### src/gdda_pkg.sv
// Shared widths, operation codes and controller/datapath command types for the date block.
package gdda_pkg;

   // Field widths of the request and response transactions
   localparam int OP_W     = 2;
   localparam int DAY_W    = 5;
   localparam int MONTH_W  = 4;
   localparam int YEAR_W   = 14;
   localparam int DELTA_W  = 23;
   localparam int SERIAL_W = 22;
   localparam int DIFF_W   = 23;

   // Default top year of the representable range
   localparam int unsigned MAX_YEAR_DEF = 9999;

   // Operation codes carried in the op field
   localparam logic [OP_W-1:0] OP_LOAD    = 2'd0;
   localparam logic [OP_W-1:0] OP_SHIFT   = 2'd1;
   localparam logic [OP_W-1:0] OP_COMPARE = 2'd2;

   // Commands from the controller to the datapath
   typedef enum logic [4:0] {
      CMD_NOP,
      CMD_CAPTURE,
      CMD_LOAD,
      CMD_SER1,
      CMD_SER2,
      CMD_SER3,
      CMD_SER4,
      CMD_SAVE_B,
      CMD_CLAMP,
      CMD_DIV400,
      CMD_CENT,
      CMD_GFIRST,
      CMD_GDIV,
      CMD_YEAR,
      CMD_MONTH,
      CMD_STORE,
      CMD_OUTLOAD
   } gdda_cmd_code_type;

   typedef struct packed {
      gdda_cmd_code_type code;
      logic              src_given;   // serial conversion works on the given date
   } gdda_cmd_type;

   // Status from the datapath to the controller
   typedef struct packed {
      logic [OP_W-1:0] op;
      logic            bit_last;     // division step at bit zero
      logic            cent_fit;     // another century fits in the remainder
      logic            year_fit;     // another year fits in the remainder
      logic            month_fit;    // another month fits in the remainder
   } gdda_status_type;

endpackage

### src/gdda_req_if.sv
// Request channel: operation, date operand and day delta with valid/ready handshake.
interface gdda_req_if import gdda_pkg::*; ();
   logic                      valid;
   logic                      ready;
   logic [OP_W-1:0]           op;
   logic [DAY_W-1:0]          date_day;
   logic [MONTH_W-1:0]        date_month;
   logic [YEAR_W-1:0]         date_year;
   logic signed [DELTA_W-1:0] delta;

   modport source (output valid, op, date_day, date_month, date_year, delta, input ready);
   modport sink   (input valid, op, date_day, date_month, date_year, delta, output ready);
endinterface

### src/gdda_rsp_if.sv
// Response channel: current date, serial day, comparison results and clip flag.
interface gdda_rsp_if import gdda_pkg::*; ();
   logic                     valid;
   logic                     ready;
   logic [DAY_W-1:0]         out_day;
   logic [MONTH_W-1:0]       out_month;
   logic [YEAR_W-1:0]        out_year;
   logic [SERIAL_W-1:0]      serial_day;
   logic signed [DIFF_W-1:0] day_difference;
   logic                     is_less;
   logic                     is_greater;
   logic                     is_equal;
   logic                     clipped;

   modport source (output valid, out_day, out_month, out_year, serial_day, day_difference,
                   is_less, is_greater, is_equal, clipped, input ready);
   modport sink   (input valid, out_day, out_month, out_year, serial_day, day_difference,
                   is_less, is_greater, is_equal, clipped, output ready);
endinterface

### src/gregorian_date_day_arithmetic_top.sv
// Top level of the Gregorian date day arithmetic block.
// Keeps a current date (reset 1.1.0) and serves one request at a time: load a date, shift the
// current date by a signed day count, or compare it with a given date; every request returns
// one response with the current date and its serial day (1 is 1 January of year 0). A shift
// saturates at 1.1.0 or 31.12.MAX_YEAR and sets clipped. Each serial conversion takes four
// steps with reciprocal divides by 25, and the inverse conversion runs an 8-step division by
// the 400-year cycle, up to 4 century steps, a 6-step 4-year-group division, up to 4 year
// steps and up to 12 month steps in one subtract unit. A new request is accepted while the
// previous response still waits in its output register.
module gregorian_date_day_arithmetic_top import gdda_pkg::*; #(
   parameter int unsigned MAX_YEAR = MAX_YEAR_DEF
) (
   input logic        clock,
   input logic        reset,
   gdda_req_if.sink   req_chan,
   gdda_rsp_if.source rsp_chan
);

   gdda_cmd_type    cmd;
   gdda_status_type status;

   // Sequence the operation steps
   gdda_ctrl u_ctrl (
      .clock     (clock),
      .reset     (reset),
      .req_valid (req_chan.valid),
      .req_ready (req_chan.ready),
      .rsp_valid (rsp_chan.valid),
      .rsp_ready (rsp_chan.ready),
      .status    (status),
      .cmd       (cmd)
   );

   // Hold the date and do the arithmetic
   gdda_datapath #(
      .MAX_YEAR (MAX_YEAR)
   ) u_datapath (
      .clock       (clock),
      .reset       (reset),
      .cmd         (cmd),
      .status      (status),
      .req_op      (req_chan.op),
      .req_day     (req_chan.date_day),
      .req_month   (req_chan.date_month),
      .req_year    (req_chan.date_year),
      .req_delta   (req_chan.delta),
      .rsp_day     (rsp_chan.out_day),
      .rsp_month   (rsp_chan.out_month),
      .rsp_year    (rsp_chan.out_year),
      .rsp_serial  (rsp_chan.serial_day),
      .rsp_diff    (rsp_chan.day_difference),
      .rsp_less    (rsp_chan.is_less),
      .rsp_greater (rsp_chan.is_greater),
      .rsp_equal   (rsp_chan.is_equal),
      .rsp_clipped (rsp_chan.clipped)
   );

endmodule

### src/gdda_datapath.sv
// Datapath: current date, serial conversion steps, date reconstruction and response registers.
module gdda_datapath import gdda_pkg::*; #(
   parameter int unsigned MAX_YEAR = MAX_YEAR_DEF
) (
   input  logic                      clock,
   input  logic                      reset,
   input  gdda_cmd_type              cmd,
   output gdda_status_type           status,
   input  logic [OP_W-1:0]           req_op,
   input  logic [DAY_W-1:0]          req_day,
   input  logic [MONTH_W-1:0]        req_month,
   input  logic [YEAR_W-1:0]         req_year,
   input  logic signed [DELTA_W-1:0] req_delta,
   output logic [DAY_W-1:0]          rsp_day,
   output logic [MONTH_W-1:0]        rsp_month,
   output logic [YEAR_W-1:0]         rsp_year,
   output logic [SERIAL_W-1:0]       rsp_serial,
   output logic signed [DIFF_W-1:0]  rsp_diff,
   output logic                      rsp_less,
   output logic                      rsp_greater,
   output logic                      rsp_equal,
   output logic                      rsp_clipped
);

   // Serial accumulator, signed shift sum and remainder widths
   localparam int ACC_W  = 23;
   localparam int T_W    = 26;
   localparam int N_W    = 25;
   localparam int Q_W    = 8;
   localparam int YACC_W = 17;

   localparam int unsigned CYCLE_DAYS = 146097;
   localparam int unsigned TOP_Y      = MAX_YEAR + 1;
   localparam int unsigned TOP_I      = 365 * TOP_Y + (TOP_Y + 3) / 4 - (TOP_Y + 99) / 100
                                        + (TOP_Y + 399) / 400;
   localparam logic signed [T_W-1:0] TOP_SERIAL = T_W'(TOP_I);

   // Floor division by 25 through a reciprocal, exact below 8192
   function automatic logic [8:0] div25(input logic [12:0] v);
      logic [25:0] p;
      p = 26'(v) * 26'(13'd5243);
      return p[25:17];
   endfunction

   // Days in the months before month m of a common year
   function automatic logic [8:0] days_before_month(input logic [3:0] m);
      logic [8:0] d;
      case (m)
         4'd2:    d = 9'd31;
         4'd3:    d = 9'd59;
         4'd4:    d = 9'd90;
         4'd5:    d = 9'd120;
         4'd6:    d = 9'd151;
         4'd7:    d = 9'd181;
         4'd8:    d = 9'd212;
         4'd9:    d = 9'd243;
         4'd10:   d = 9'd273;
         4'd11:   d = 9'd304;
         4'd12:   d = 9'd334;
         default: d = 9'd0;
      endcase
      return d;
   endfunction

   // Length of month m (1..12)
   function automatic logic [4:0] month_len(input logic [3:0] m, input logic leap);
      logic [4:0] d;
      case (m)
         4'd2:                      d = leap ? 5'd29 : 5'd28;
         4'd4, 4'd6, 4'd9, 4'd11:   d = 5'd30;
         default:                   d = 5'd31;
      endcase
      return d;
   endfunction

   // Registers
   logic [OP_W-1:0]           op_ff, op_in;
   logic [DAY_W-1:0]          gd_ff, gd_in;
   logic [MONTH_W-1:0]        gm_ff, gm_in;
   logic [YEAR_W-1:0]         gy_ff, gy_in;
   logic signed [DELTA_W-1:0] delta_ff, delta_in;
   logic [DAY_W-1:0]          cur_day_ff, cur_day_in;
   logic [MONTH_W-1:0]        cur_month_ff, cur_month_in;
   logic [YEAR_W-1:0]         cur_year_ff, cur_year_in;
   logic [ACC_W-1:0]          acc_ff, acc_in;
   logic [ACC_W-1:0]          b_ff, b_in;
   logic [N_W-1:0]            n_ff, n_in;
   logic [Q_W-1:0]            q_ff, q_in;
   logic [2:0]                bit_idx_ff, bit_idx_in;
   logic [1:0]                c_ff, c_in;
   logic [4:0]                g_ff, g_in;
   logic [1:0]                yi_ff, yi_in;
   logic [MONTH_W-1:0]        m_ff, m_in;
   logic                      clip_ff, clip_in;
   logic [DAY_W-1:0]          o_day_ff, o_day_in;
   logic [MONTH_W-1:0]        o_month_ff, o_month_in;
   logic [YEAR_W-1:0]         o_year_ff, o_year_in;
   logic [SERIAL_W-1:0]       o_serial_ff, o_serial_in;
   logic [DIFF_W-1:0]         o_diff_ff, o_diff_in;
   logic                      o_less_ff, o_less_in;
   logic                      o_greater_ff, o_greater_in;
   logic                      o_equal_ff, o_equal_in;
   logic                      o_clip_ff, o_clip_in;

   // Serial conversion operand
   logic [YEAR_W-1:0]  sy;
   logic [MONTH_W-1:0] sm, mc;
   logic [DAY_W-1:0]   sd;
   logic [14:0]        y_p3, y_p99, y_p399;
   logic [8:0]         d100, d400, qk;
   logic               leap_s;
   logic [ACC_W-1:0]   ser1, ser2, ser3, ser4;

   // Date reconstruction
   logic signed [T_W-1:0] t_sum, t_clamp, t_minus;
   logic                  t_low, t_high;
   logic [N_W-1:0]        cyc_cand, grp_cand;
   logic [N_W-1:0]        clen, glen, ylen, mlen;
   logic                  leap_r;
   logic [YACC_W-1:0]     yr;
   logic [ACC_W:0]        dfull;

   // Select the date under conversion
   assign sy = cmd.src_given ? gy_ff : cur_year_ff;
   assign sm = cmd.src_given ? gm_ff : cur_month_ff;
   assign sd = cmd.src_given ? gd_ff : cur_day_ff;
   assign mc = (sm == '0) ? 4'd1 : ((sm > 4'd12) ? 4'd12 : sm);

   // Days before the year: 365y + ceil(y/4) - ceil(y/100) + ceil(y/400), split over steps
   assign y_p3   = {1'b0, sy} + 15'd3;
   assign y_p99  = {1'b0, sy} + 15'd99;
   assign y_p399 = {1'b0, sy} + 15'd399;
   assign d100   = div25(y_p99[14:2]);
   assign d400   = div25({2'b00, y_p399[14:4]});
   assign qk     = div25({1'b0, sy[13:2]});
   assign leap_s = (sy[1:0] == 2'b00)
                   && ((13'(qk) * 13'd25 != {1'b0, sy[13:2]}) || (qk[1:0] == 2'b00));

   assign ser1 = ACC_W'(sy) * ACC_W'(365) + ACC_W'(y_p3[14:2]) + ACC_W'(sd);
   assign ser2 = acc_ff - ACC_W'(d100);
   assign ser3 = acc_ff + ACC_W'(d400);
   assign ser4 = acc_ff + ACC_W'(days_before_month(mc))
                 + ACC_W'((leap_s && (mc > 4'd2)) ? 1'b1 : 1'b0);

   // Shifted serial, saturated to the representable range
   assign t_sum   = $signed({{(T_W-ACC_W){1'b0}}, acc_ff}) + T_W'(delta_ff);
   assign t_low   = t_sum[T_W-1] || (t_sum == '0);
   assign t_high  = !t_low && (t_sum > TOP_SERIAL);
   assign t_clamp = t_low ? T_W'(1) : (t_high ? TOP_SERIAL : t_sum);
   assign t_minus = t_clamp - T_W'(1);

   // Period lengths for the reconstruction steps
   assign cyc_cand = N_W'(CYCLE_DAYS) << bit_idx_ff;
   assign grp_cand = N_W'(1461) << bit_idx_ff;
   assign clen     = (c_ff == 2'd0) ? N_W'(36525) : N_W'(36524);
   assign glen     = (c_ff == 2'd0) ? N_W'(1461) : N_W'(1460);
   assign leap_r   = (yi_ff == 2'd0) && !((g_ff == 5'd0) && (c_ff != 2'd0));
   assign ylen     = leap_r ? N_W'(366) : N_W'(365);
   assign mlen     = N_W'(month_len(m_ff, leap_r));
   assign yr       = YACC_W'(q_ff) * YACC_W'(400) + YACC_W'(c_ff) * YACC_W'(100)
                     + YACC_W'(g_ff) * YACC_W'(4) + YACC_W'(yi_ff);
   assign dfull    = {1'b0, acc_ff} - {1'b0, b_ff};

   // Status for the controller
   assign status.op        = op_ff;
   assign status.bit_last  = (bit_idx_ff == 3'd0);
   assign status.cent_fit  = (c_ff != 2'd3) && (n_ff >= clen);
   assign status.year_fit  = (yi_ff != 2'd3) && (n_ff >= ylen);
   assign status.month_fit = (m_ff < 4'd12) && (n_ff >= mlen);

   // Next-state logic per command
   always_comb begin
      op_in        = op_ff;
      gd_in        = gd_ff;
      gm_in        = gm_ff;
      gy_in        = gy_ff;
      delta_in     = delta_ff;
      cur_day_in   = cur_day_ff;
      cur_month_in = cur_month_ff;
      cur_year_in  = cur_year_ff;
      acc_in       = acc_ff;
      b_in         = b_ff;
      n_in         = n_ff;
      q_in         = q_ff;
      bit_idx_in   = bit_idx_ff;
      c_in         = c_ff;
      g_in         = g_ff;
      yi_in        = yi_ff;
      m_in         = m_ff;
      clip_in      = clip_ff;
      o_day_in     = o_day_ff;
      o_month_in   = o_month_ff;
      o_year_in    = o_year_ff;
      o_serial_in  = o_serial_ff;
      o_diff_in    = o_diff_ff;
      o_less_in    = o_less_ff;
      o_greater_in = o_greater_ff;
      o_equal_in   = o_equal_ff;
      o_clip_in    = o_clip_ff;
      unique case (cmd.code)
         CMD_CAPTURE: begin
            op_in    = req_op;
            gd_in    = req_day;
            gm_in    = req_month;
            gy_in    = req_year;
            delta_in = req_delta;
            clip_in  = 1'b0;
         end
         CMD_LOAD: begin
            cur_day_in   = gd_ff;
            cur_month_in = gm_ff;
            cur_year_in  = gy_ff;
         end
         CMD_SER1:   acc_in = ser1;
         CMD_SER2:   acc_in = ser2;
         CMD_SER3:   acc_in = ser3;
         CMD_SER4:   acc_in = ser4;
         CMD_SAVE_B: b_in = acc_ff;
         CMD_CLAMP: begin
            n_in       = t_minus[N_W-1:0];
            clip_in    = t_low || t_high;
            q_in       = '0;
            bit_idx_in = 3'd7;
            c_in       = '0;
            g_in       = '0;
            yi_in      = '0;
            m_in       = 4'd1;
         end
         // Restoring division by the 400-year cycle, one quotient bit a step
         CMD_DIV400: begin
            if (n_ff >= cyc_cand) begin
               n_in             = n_ff - cyc_cand;
               q_in[bit_idx_ff] = 1'b1;
            end
            bit_idx_in = bit_idx_ff - 3'd1;
         end
         CMD_CENT: begin
            if (status.cent_fit) begin
               n_in = n_ff - clen;
               c_in = c_ff + 2'd1;
            end
         end
         // First 4-year group of a century may be a day short
         CMD_GFIRST: begin
            if (n_ff >= glen) begin
               n_in = n_ff - glen;
               g_in = 5'd1;
            end
            bit_idx_in = 3'd4;
         end
         CMD_GDIV: begin
            if (n_ff >= grp_cand) begin
               n_in = n_ff - grp_cand;
               g_in = g_ff + (5'd1 << bit_idx_ff);
            end
            bit_idx_in = bit_idx_ff - 3'd1;
         end
         CMD_YEAR: begin
            if (status.year_fit) begin
               n_in  = n_ff - ylen;
               yi_in = yi_ff + 2'd1;
            end
         end
         CMD_MONTH: begin
            if (status.month_fit) begin
               n_in = n_ff - mlen;
               m_in = m_ff + 4'd1;
            end
         end
         CMD_STORE: begin
            cur_year_in  = yr[YEAR_W-1:0];
            cur_month_in = m_ff;
            cur_day_in   = n_ff[DAY_W-1:0] + 5'd1;
         end
         CMD_OUTLOAD: begin
            o_day_in     = cur_day_ff;
            o_month_in   = cur_month_ff;
            o_year_in    = cur_year_ff;
            o_serial_in  = acc_ff[SERIAL_W-1:0];
            o_diff_in    = (op_ff == OP_COMPARE) ? dfull[DIFF_W-1:0] : '0;
            o_less_in    = (op_ff == OP_COMPARE) && (acc_ff < b_ff);
            o_greater_in = (op_ff == OP_COMPARE) && (acc_ff > b_ff);
            o_equal_in   = (op_ff == OP_COMPARE) && (cur_day_ff == gd_ff)
                           && (cur_month_ff == gm_ff) && (cur_year_ff == gy_ff);
            o_clip_in    = (op_ff == OP_SHIFT) && clip_ff;
         end
         default: begin
         end
      endcase
   end

   // Hold the current date under reset; working and response registers need none
   always_ff @(posedge clock) begin
      if (reset) begin
         cur_day_ff   <= 5'd1;
         cur_month_ff <= 4'd1;
         cur_year_ff  <= '0;
      end else begin
         cur_day_ff   <= cur_day_in;
         cur_month_ff <= cur_month_in;
         cur_year_ff  <= cur_year_in;
      end
   end

   always_ff @(posedge clock) begin
      op_ff        <= op_in;
      gd_ff        <= gd_in;
      gm_ff        <= gm_in;
      gy_ff        <= gy_in;
      delta_ff     <= delta_in;
      acc_ff       <= acc_in;
      b_ff         <= b_in;
      n_ff         <= n_in;
      q_ff         <= q_in;
      bit_idx_ff   <= bit_idx_in;
      c_ff         <= c_in;
      g_ff         <= g_in;
      yi_ff        <= yi_in;
      m_ff         <= m_in;
      clip_ff      <= clip_in;
      o_day_ff     <= o_day_in;
      o_month_ff   <= o_month_in;
      o_year_ff    <= o_year_in;
      o_serial_ff  <= o_serial_in;
      o_diff_ff    <= o_diff_in;
      o_less_ff    <= o_less_in;
      o_greater_ff <= o_greater_in;
      o_equal_ff   <= o_equal_in;
      o_clip_ff    <= o_clip_in;
   end

   assign rsp_day     = o_day_ff;
   assign rsp_month   = o_month_ff;
   assign rsp_year    = o_year_ff;
   assign rsp_serial  = o_serial_ff;
   assign rsp_diff    = $signed(o_diff_ff);
   assign rsp_less    = o_less_ff;
   assign rsp_greater = o_greater_ff;
   assign rsp_equal   = o_equal_ff;
   assign rsp_clipped = o_clip_ff;

endmodule

### src/gdda_ctrl.sv
// Controller: sequences serial conversion, shift and date reconstruction, owns the handshakes.
module gdda_ctrl import gdda_pkg::*; (
   input  logic            clock,
   input  logic            reset,
   input  logic            req_valid,
   output logic            req_ready,
   output logic            rsp_valid,
   input  logic            rsp_ready,
   input  gdda_status_type status,
   output gdda_cmd_type    cmd
);

   typedef enum logic [3:0] {
      ST_IDLE,
      ST_DISPATCH,
      ST_SER1,
      ST_SER2,
      ST_SER3,
      ST_SER4,
      ST_SAVE_B,
      ST_CLAMP,
      ST_DIV400,
      ST_CENT,
      ST_GFIRST,
      ST_GDIV,
      ST_YEAR,
      ST_MONTH,
      ST_STORE,
      ST_FINISH
   } state_type;

   // Which date a serial conversion pass works on, and what follows it
   typedef enum logic [1:0] {
      PASS_GIVEN,
      PASS_SHIFT,
      PASS_FINAL
   } pass_type;

   state_type state_ff, state_in;
   pass_type  pass_ff, pass_in;
   logic      rsp_valid_ff, rsp_valid_in;

   always_comb begin
      state_in      = state_ff;
      pass_in       = pass_ff;
      rsp_valid_in  = rsp_valid_ff && !rsp_ready;
      cmd.code      = CMD_NOP;
      cmd.src_given = (pass_ff == PASS_GIVEN);
      unique case (state_ff)
         ST_IDLE: begin
            if (req_valid) begin
               cmd.code = CMD_CAPTURE;
               state_in = ST_DISPATCH;
            end
         end
         ST_DISPATCH: begin
            state_in = ST_SER1;
            unique case (status.op)
               OP_LOAD: begin
                  cmd.code = CMD_LOAD;
                  pass_in  = PASS_FINAL;
               end
               OP_SHIFT:   pass_in = PASS_SHIFT;
               OP_COMPARE: pass_in = PASS_GIVEN;
               default:    pass_in = PASS_FINAL;
            endcase
         end
         ST_SER1: begin
            cmd.code = CMD_SER1;
            state_in = ST_SER2;
         end
         ST_SER2: begin
            cmd.code = CMD_SER2;
            state_in = ST_SER3;
         end
         ST_SER3: begin
            cmd.code = CMD_SER3;
            state_in = ST_SER4;
         end
         ST_SER4: begin
            cmd.code = CMD_SER4;
            unique case (pass_ff)
               PASS_GIVEN: state_in = ST_SAVE_B;
               PASS_SHIFT: state_in = ST_CLAMP;
               default:    state_in = ST_FINISH;
            endcase
         end
         ST_SAVE_B: begin
            cmd.code = CMD_SAVE_B;
            pass_in  = PASS_FINAL;
            state_in = ST_SER1;
         end
         ST_CLAMP: begin
            cmd.code = CMD_CLAMP;
            state_in = ST_DIV400;
         end
         ST_DIV400: begin
            cmd.code = CMD_DIV400;
            if (status.bit_last) begin
               state_in = ST_CENT;
            end
         end
         // Loop while another period fits, move on once it does not
         ST_CENT: begin
            cmd.code = CMD_CENT;
            if (!status.cent_fit) begin
               state_in = ST_GFIRST;
            end
         end
         ST_GFIRST: begin
            cmd.code = CMD_GFIRST;
            state_in = ST_GDIV;
         end
         ST_GDIV: begin
            cmd.code = CMD_GDIV;
            if (status.bit_last) begin
               state_in = ST_YEAR;
            end
         end
         ST_YEAR: begin
            cmd.code = CMD_YEAR;
            if (!status.year_fit) begin
               state_in = ST_MONTH;
            end
         end
         ST_MONTH: begin
            cmd.code = CMD_MONTH;
            if (!status.month_fit) begin
               state_in = ST_STORE;
            end
         end
         ST_STORE: begin
            cmd.code = CMD_STORE;
            pass_in  = PASS_FINAL;
            state_in = ST_SER1;
         end
         // Load the response register once the previous transaction has left
         ST_FINISH: begin
            if (!rsp_valid_ff || rsp_ready) begin
               cmd.code     = CMD_OUTLOAD;
               rsp_valid_in = 1'b1;
               state_in     = ST_IDLE;
            end
         end
         default: state_in = ST_IDLE;
      endcase
   end

   always_ff @(posedge clock) begin
      if (reset) begin
         state_ff     <= ST_IDLE;
         pass_ff      <= PASS_FINAL;
         rsp_valid_ff <= 1'b0;
      end else begin
         state_ff     <= state_in;
         pass_ff      <= pass_in;
         rsp_valid_ff <= rsp_valid_in;
      end
   end

   assign req_ready = (state_ff == ST_IDLE);
   assign rsp_valid = rsp_valid_ff;

endmodule
### src/flat_wrapper.sv
// flat-port wrapper written by rule: the top's interface ports become plain ports
module gregorian_date_day_arithmetic_top_flat import gdda_pkg::*;
#(
   parameter int unsigned MAX_YEAR = MAX_YEAR_DEF
)
  (clock, reset, req_chan_valid, req_chan_op, req_chan_date_day, req_chan_date_month, req_chan_date_year, req_chan_delta, req_chan_ready, rsp_chan_valid, rsp_chan_out_day, rsp_chan_out_month, rsp_chan_out_year, rsp_chan_serial_day, rsp_chan_day_difference, rsp_chan_is_less, rsp_chan_is_greater, rsp_chan_is_equal, rsp_chan_clipped, rsp_chan_ready);
  gdda_req_if req_chan_i ();
  gdda_rsp_if rsp_chan_i ();
  input logic clock;
  input logic reset;
  input wire logic [$bits(req_chan_i.valid)-1:0] req_chan_valid;
  input wire logic [$bits(req_chan_i.op)-1:0] req_chan_op;
  input wire logic [$bits(req_chan_i.date_day)-1:0] req_chan_date_day;
  input wire logic [$bits(req_chan_i.date_month)-1:0] req_chan_date_month;
  input wire logic [$bits(req_chan_i.date_year)-1:0] req_chan_date_year;
  input wire logic [$bits(req_chan_i.delta)-1:0] req_chan_delta;
  output wire logic [$bits(req_chan_i.ready)-1:0] req_chan_ready;
  output wire logic [$bits(rsp_chan_i.valid)-1:0] rsp_chan_valid;
  output wire logic [$bits(rsp_chan_i.out_day)-1:0] rsp_chan_out_day;
  output wire logic [$bits(rsp_chan_i.out_month)-1:0] rsp_chan_out_month;
  output wire logic [$bits(rsp_chan_i.out_year)-1:0] rsp_chan_out_year;
  output wire logic [$bits(rsp_chan_i.serial_day)-1:0] rsp_chan_serial_day;
  output wire logic [$bits(rsp_chan_i.day_difference)-1:0] rsp_chan_day_difference;
  output wire logic [$bits(rsp_chan_i.is_less)-1:0] rsp_chan_is_less;
  output wire logic [$bits(rsp_chan_i.is_greater)-1:0] rsp_chan_is_greater;
  output wire logic [$bits(rsp_chan_i.is_equal)-1:0] rsp_chan_is_equal;
  output wire logic [$bits(rsp_chan_i.clipped)-1:0] rsp_chan_clipped;
  input wire logic [$bits(rsp_chan_i.ready)-1:0] rsp_chan_ready;
  assign req_chan_i.valid = req_chan_valid;
  assign req_chan_i.op = req_chan_op;
  assign req_chan_i.date_day = req_chan_date_day;
  assign req_chan_i.date_month = req_chan_date_month;
  assign req_chan_i.date_year = req_chan_date_year;
  assign req_chan_i.delta = req_chan_delta;
  assign req_chan_ready = req_chan_i.ready;
  assign rsp_chan_valid = rsp_chan_i.valid;
  assign rsp_chan_out_day = rsp_chan_i.out_day;
  assign rsp_chan_out_month = rsp_chan_i.out_month;
  assign rsp_chan_out_year = rsp_chan_i.out_year;
  assign rsp_chan_serial_day = rsp_chan_i.serial_day;
  assign rsp_chan_day_difference = rsp_chan_i.day_difference;
  assign rsp_chan_is_less = rsp_chan_i.is_less;
  assign rsp_chan_is_greater = rsp_chan_i.is_greater;
  assign rsp_chan_is_equal = rsp_chan_i.is_equal;
  assign rsp_chan_clipped = rsp_chan_i.clipped;
  assign rsp_chan_i.ready = rsp_chan_ready;
  gregorian_date_day_arithmetic_top #(.MAX_YEAR(MAX_YEAR)) u_core (.clock(clock), .reset(reset), .req_chan(req_chan_i), .rsp_chan(rsp_chan_i));
endmodule
### config.mk
export PLATFORM = sky130hd
export DESIGN_NAME = gregorian_date_day_arithmetic_top_flat
export DESIGN_NICKNAME = d
export VERILOG_FILES = /design/src/gdda_pkg.sv /design/src/gdda_req_if.sv /design/src/gdda_rsp_if.sv /design/src/gregorian_date_day_arithmetic_top.sv /design/src/gdda_datapath.sv /design/src/gdda_ctrl.sv /design/src/flat_wrapper.sv
export SDC_FILE = /design/constraint.sdc
export NUM_CORES = 2
export LEC_CHECK = 0
export ABC_AREA = 1
export ABC_CLOCK_PERIOD_IN_PS = 23200
export BUFFER_PORTS_ARGS = -buffer_cell sky130_fd_sc_hd__buf_2
export CAP_MARGIN = 20
export CORE_UTILIZATION = 53
export DETAILED_ROUTE_END_ITERATION = 6
export GPL_TIMING_DRIVEN = 0
export PLACE_DENSITY = 0.82
export SETUP_SLACK_MARGIN = 0.4
export SLEW_MARGIN = 25
export SYNTH_ARGS = -nofsm -noshare
export SYNTH_HDL_FRONTEND = slang
export SYNTH_SLANG_ARGS = --single-unit
### constraint.sdc
create_clock -name clock -period 23.2 [get_ports clock]
set_clock_uncertainty 0.2 [all_clocks]
set_input_delay 1.16 -clock clock [delete_from_list [all_inputs] [get_ports clock]]
set_output_delay 1.16 -clock clock [all_outputs]
set_load 0.05 [all_outputs]
==> results.md <==
- Final ANT Viol Nets: 0
- WL/cell: 18.5 um
- Clock Latency Late Sink: 0.58 ns
- Synth-to-layout area growth: 8.38%
- Number of global-route vias before repair: 30700
- Reg2Reg Depth: 61
- PortBufs: 125
- Kind of critical path: register to register
- Place WS: 9.46 ns
- Cell mode on critical path: nand2_1
- Worst EP arrival: 14.18 ns
- Initial core utilization: 0.541
- Die H: 257 um
- DR vias: 31800
- FMAX: 71.1 MHz
- Final Instance Count excl. Fillers: 5541
- Placed cells: 5489
- CTS H-Tree Depth: 1
- FF+latch area: 0.00709 sq mm
- Clock root buffer: clkbuf_16
- Worst Hold End: u_core.u_datapath.rsp_day[3]
- GRT Total Usage: 0.308
- Final setup viols: 0
- CP endpoint kind: register
- Met3 Wirelength: 8920 um
- DR vias/cell: 5.74
- Crit Reg-Reg Startpoint: u_core.u_ctrl.pass_ff[1]
- Hold depth: 0
- Max Cap Violations: 0
- Post-synth EDFFs: 216
- Largest net degree at the start of global routing: 27
- Fin util: 0.586
- Startpoint type of the worst setup path: register
- Initial antenna violation count: 3
- Main synth FF type: edfxtp_1
- Syn Inst Count: 4506
- Crit path max fanout: 10
- HPWL after detailed placement: 85200 um
- R2R Path End: u_core.u_datapath.acc_ff[16]
- Share of layout cells above drive strength 1: 0.0624
- Worst min path class: register to register
- Highest Signal Layer: met5
- CP peak stage delay: 0.55 ns
- CTS tree: yes
- Mean Syn Cell Area: 7.63 sq um
- Req. time, crit path: 23.32 ns
- CP max-delay cell: fa_1
- HP Start: u_core.u_datapath.cur_day_ff[3]
- WL met1: 42800 um
- Clock-pin slew on the worst setup and hold paths: 0.07 ns
- Core area: 0.0635 sq mm
- Relative slew slack: 0.279
- Worst setup margin: 9.14 ns
- Register area share after synthesis: 0.206
- Final min period: 14.06 ns
- DRC viols: 0
- Diodes inserted: 0
- Syn Std Cell Area: 0.0344 sq mm
- PostCTS Resize Cnt: 0
- Final hold vios: 0
- #FFs+latches synth: 246
- Slew @ Worst Pin: 1.07 ns
- Final WL: 103000 um
- Asr flop ratio synth: 0
- Remaining Overflow, GRT: 0
- Crit share post-route: 0.606
- First-iteration detailed-routing DRC count: 3371
- Die span in x: 257 um
- Nets: 5482
- Status: finished, final reports clean
- Synth unique cells: 67
- First-pass GRT wire length: 162000 um
- Ports: 126
- Syn Nets: 5315
- Setup TNS: 0 ns
- Cell Rows: 92
- Die footprint: 0.0659 sq mm
- Met2 routed WL: 46300 um
- RSZ-0062 raised after global routing: false
- Total CTS buffers: 28
- # clock sinks: 246
- Hold Buf Count CTS: 0
- Fill cells: 5765
- Max-slew violation count: 0
- Post-CTS Setup Bufs: 0
- Clk buf depth: 3
- Footprint of the multi-input gates: 0.0238 sq mm
- Placer Congestion: 1.06
- Number of iterations in the first detailed-routing pass: 6
- Reg2reg setup slack: 9.14 ns
- Warnings from Yosys: 0
## registers in the layout (all words and copies together), names as in the netlist, 4 cells and up
| signal | cells |
|---|---|
| u_core.u_datapath.cur_month_ff | 4 |
| u_core.u_datapath.acc_ff | 23 |
| u_core.u_datapath.q_ff | 8 |
| u_core.u_datapath.gy_ff | 14 |
| u_core.u_datapath.delta_ff | 23 |
| u_core.u_datapath.rsp_day | 5 |
| u_core.u_datapath.n_ff | 25 |
| u_core.u_datapath.rsp_diff | 23 |
| u_core.u_datapath.b_ff | 23 |
| u_core.u_datapath.gd_ff | 5 |
| u_core.u_datapath.cur_day_ff | 5 |
| u_core.u_datapath.g_ff | 5 |
| u_core.u_datapath.gm_ff | 4 |
| u_core.u_datapath.rsp_year | 14 |
| u_core.u_datapath.rsp_serial | 22 |
| u_core.u_datapath.rsp_month | 4 |
| u_core.u_datapath.m_ff | 4 |
| u_core.u_ctrl.state_ff | 4 |
| u_core.u_datapath.cur_year_ff | 14 |
## worst max-delay path: cells and delay by family, from the launching register on
kind / cells / cell delay, ns
buf+inv: 11 / 2.01
flops: 1 / 0.33
compound gates: 13 / 2.55
fa+ha+maj: 12 / 4.70
xor+xnor: 4 / 1.03
simple gates: 21 / 2.92
## cell families after synthesis
| kind of cell | synth area share |
|---|---|
| AOI/OAI and AO/OA | 0.130 |
| xor gates and xnor gates | 0.0344 |
| adders and majority gates | 0.321 |
| buffers and inverters | 0.104 |
| DFF | 0.206 |
| muxes | 0.000328 |
| and+or+nand+nor | 0.204 |
## metrics by stage
step | instance area (sq um) | hold WS, ns
floorplan | 34400 | 0.230
CTS | 37200 | 0.284
global route | 37300 | 0.305
detailed placement | 36300 | 0.260
global placement | 36100 | 0.250
finish | 37300 | 0.283
## metal layers
| layer | track usage | vias to the layer above |
|---|---|---|
| met3 | 0.0376 | 288 |
| met4 | 0.135 | 4 |
| met2 | 0.498 | 1433 |
| met5 | 0 | - |
| li1 | - | 15300 |
| met1 | 0.414 | 14800 |
## placed cells by master, fill, tap and decap left out, types with 7 or more instances in the layout
master,n
nand4_1,65
clkbuf_16,29
o211ai_1,17
fa_1,210
nor3_1,46
a21boi_0,7
a21o_1,10
o22ai_1,15
o221ai_1,19
inv_1,868
a211oi_1,15
nor4_1,21
or2_2,33
inv_2,9
nor2_1,348
nand3_1,230
xnor2_1,41
o21a_1,16
dfxtp_1,30
o31ai_1,9
o21ai_1,16
edfxtp_1,216
a21oi_1,335
nand2_1,831
o21bai_1,12
clkinv_1,10
nand3b_1,9
xor2_1,91
buf_2,136
ha_1,547
o21ai_0,248
nor2_2,14
clkbuf_1,50
a31oi_1,25
## Yosys cell counts, types with 10 or more instances
cell type	count	area [sq um]
a211oi_1	15	113
a21o_1	10	75.1
a21oi_1	336	1680
a31oi_1	25	156
clkbuf_1	47	176
dfxtp_1	30	601
edfxtp_1	216	6490
fa_1	210	4200
ha_1	547	6840
inv_1	868	3260
nand2_1	831	3120
nand3_1	230	1150
nand4_1	65	407
nor2_1	352	1320
nor2_2	13	81.3
nor3_1	47	235
nor4_1	21	131
o211ai_1	17	128
o21a_1	16	120
o21ai_0	252	1260
o21ai_1	19	95.1
o21bai_1	12	90.1
o221ai_1	19	166
o22ai_1	15	93.8
or2_2	33	206
xnor2_1	41	359
xor2_1	92	806
## cell type report
type	count	share of cell area
Sequential cell	246	0.190
Tap cell	846	0.0284
Inverter	886	0.0893
Clock buffer	34	0.0205
Multi-Input combinational cell	3313	0.638
Clock inverter	18	0.00457
Buffer	61	0.00712
Timing Repair Buffer	137	0.0216
## worst max-delay path by stage
stage	from	slack, ns	cells past startpoint	to
floorplan	u_core.u_ctrl.pass_ff[1]	11.98	61	u_core.u_datapath.acc_ff[16]
global placement	u_core.u_ctrl.pass_ff[1]	9.69	61	u_core.u_datapath.acc_ff[16]
detailed placement	u_core.u_ctrl.pass_ff[1]	9.46	61	u_core.u_datapath.acc_ff[16]
finish	u_core.u_ctrl.pass_ff[1]	9.14	61	u_core.u_datapath.acc_ff[16]
global route	u_core.u_ctrl.pass_ff[1]	8.25	62	u_core.u_datapath.acc_ff[18]
CTS	u_core.u_ctrl.pass_ff[1]	9.40	61	u_core.u_datapath.acc_ff[16]
Power is not shown: default switching activity piles up to over one toggle a cycle in this logic, so the estimate is an artifact.
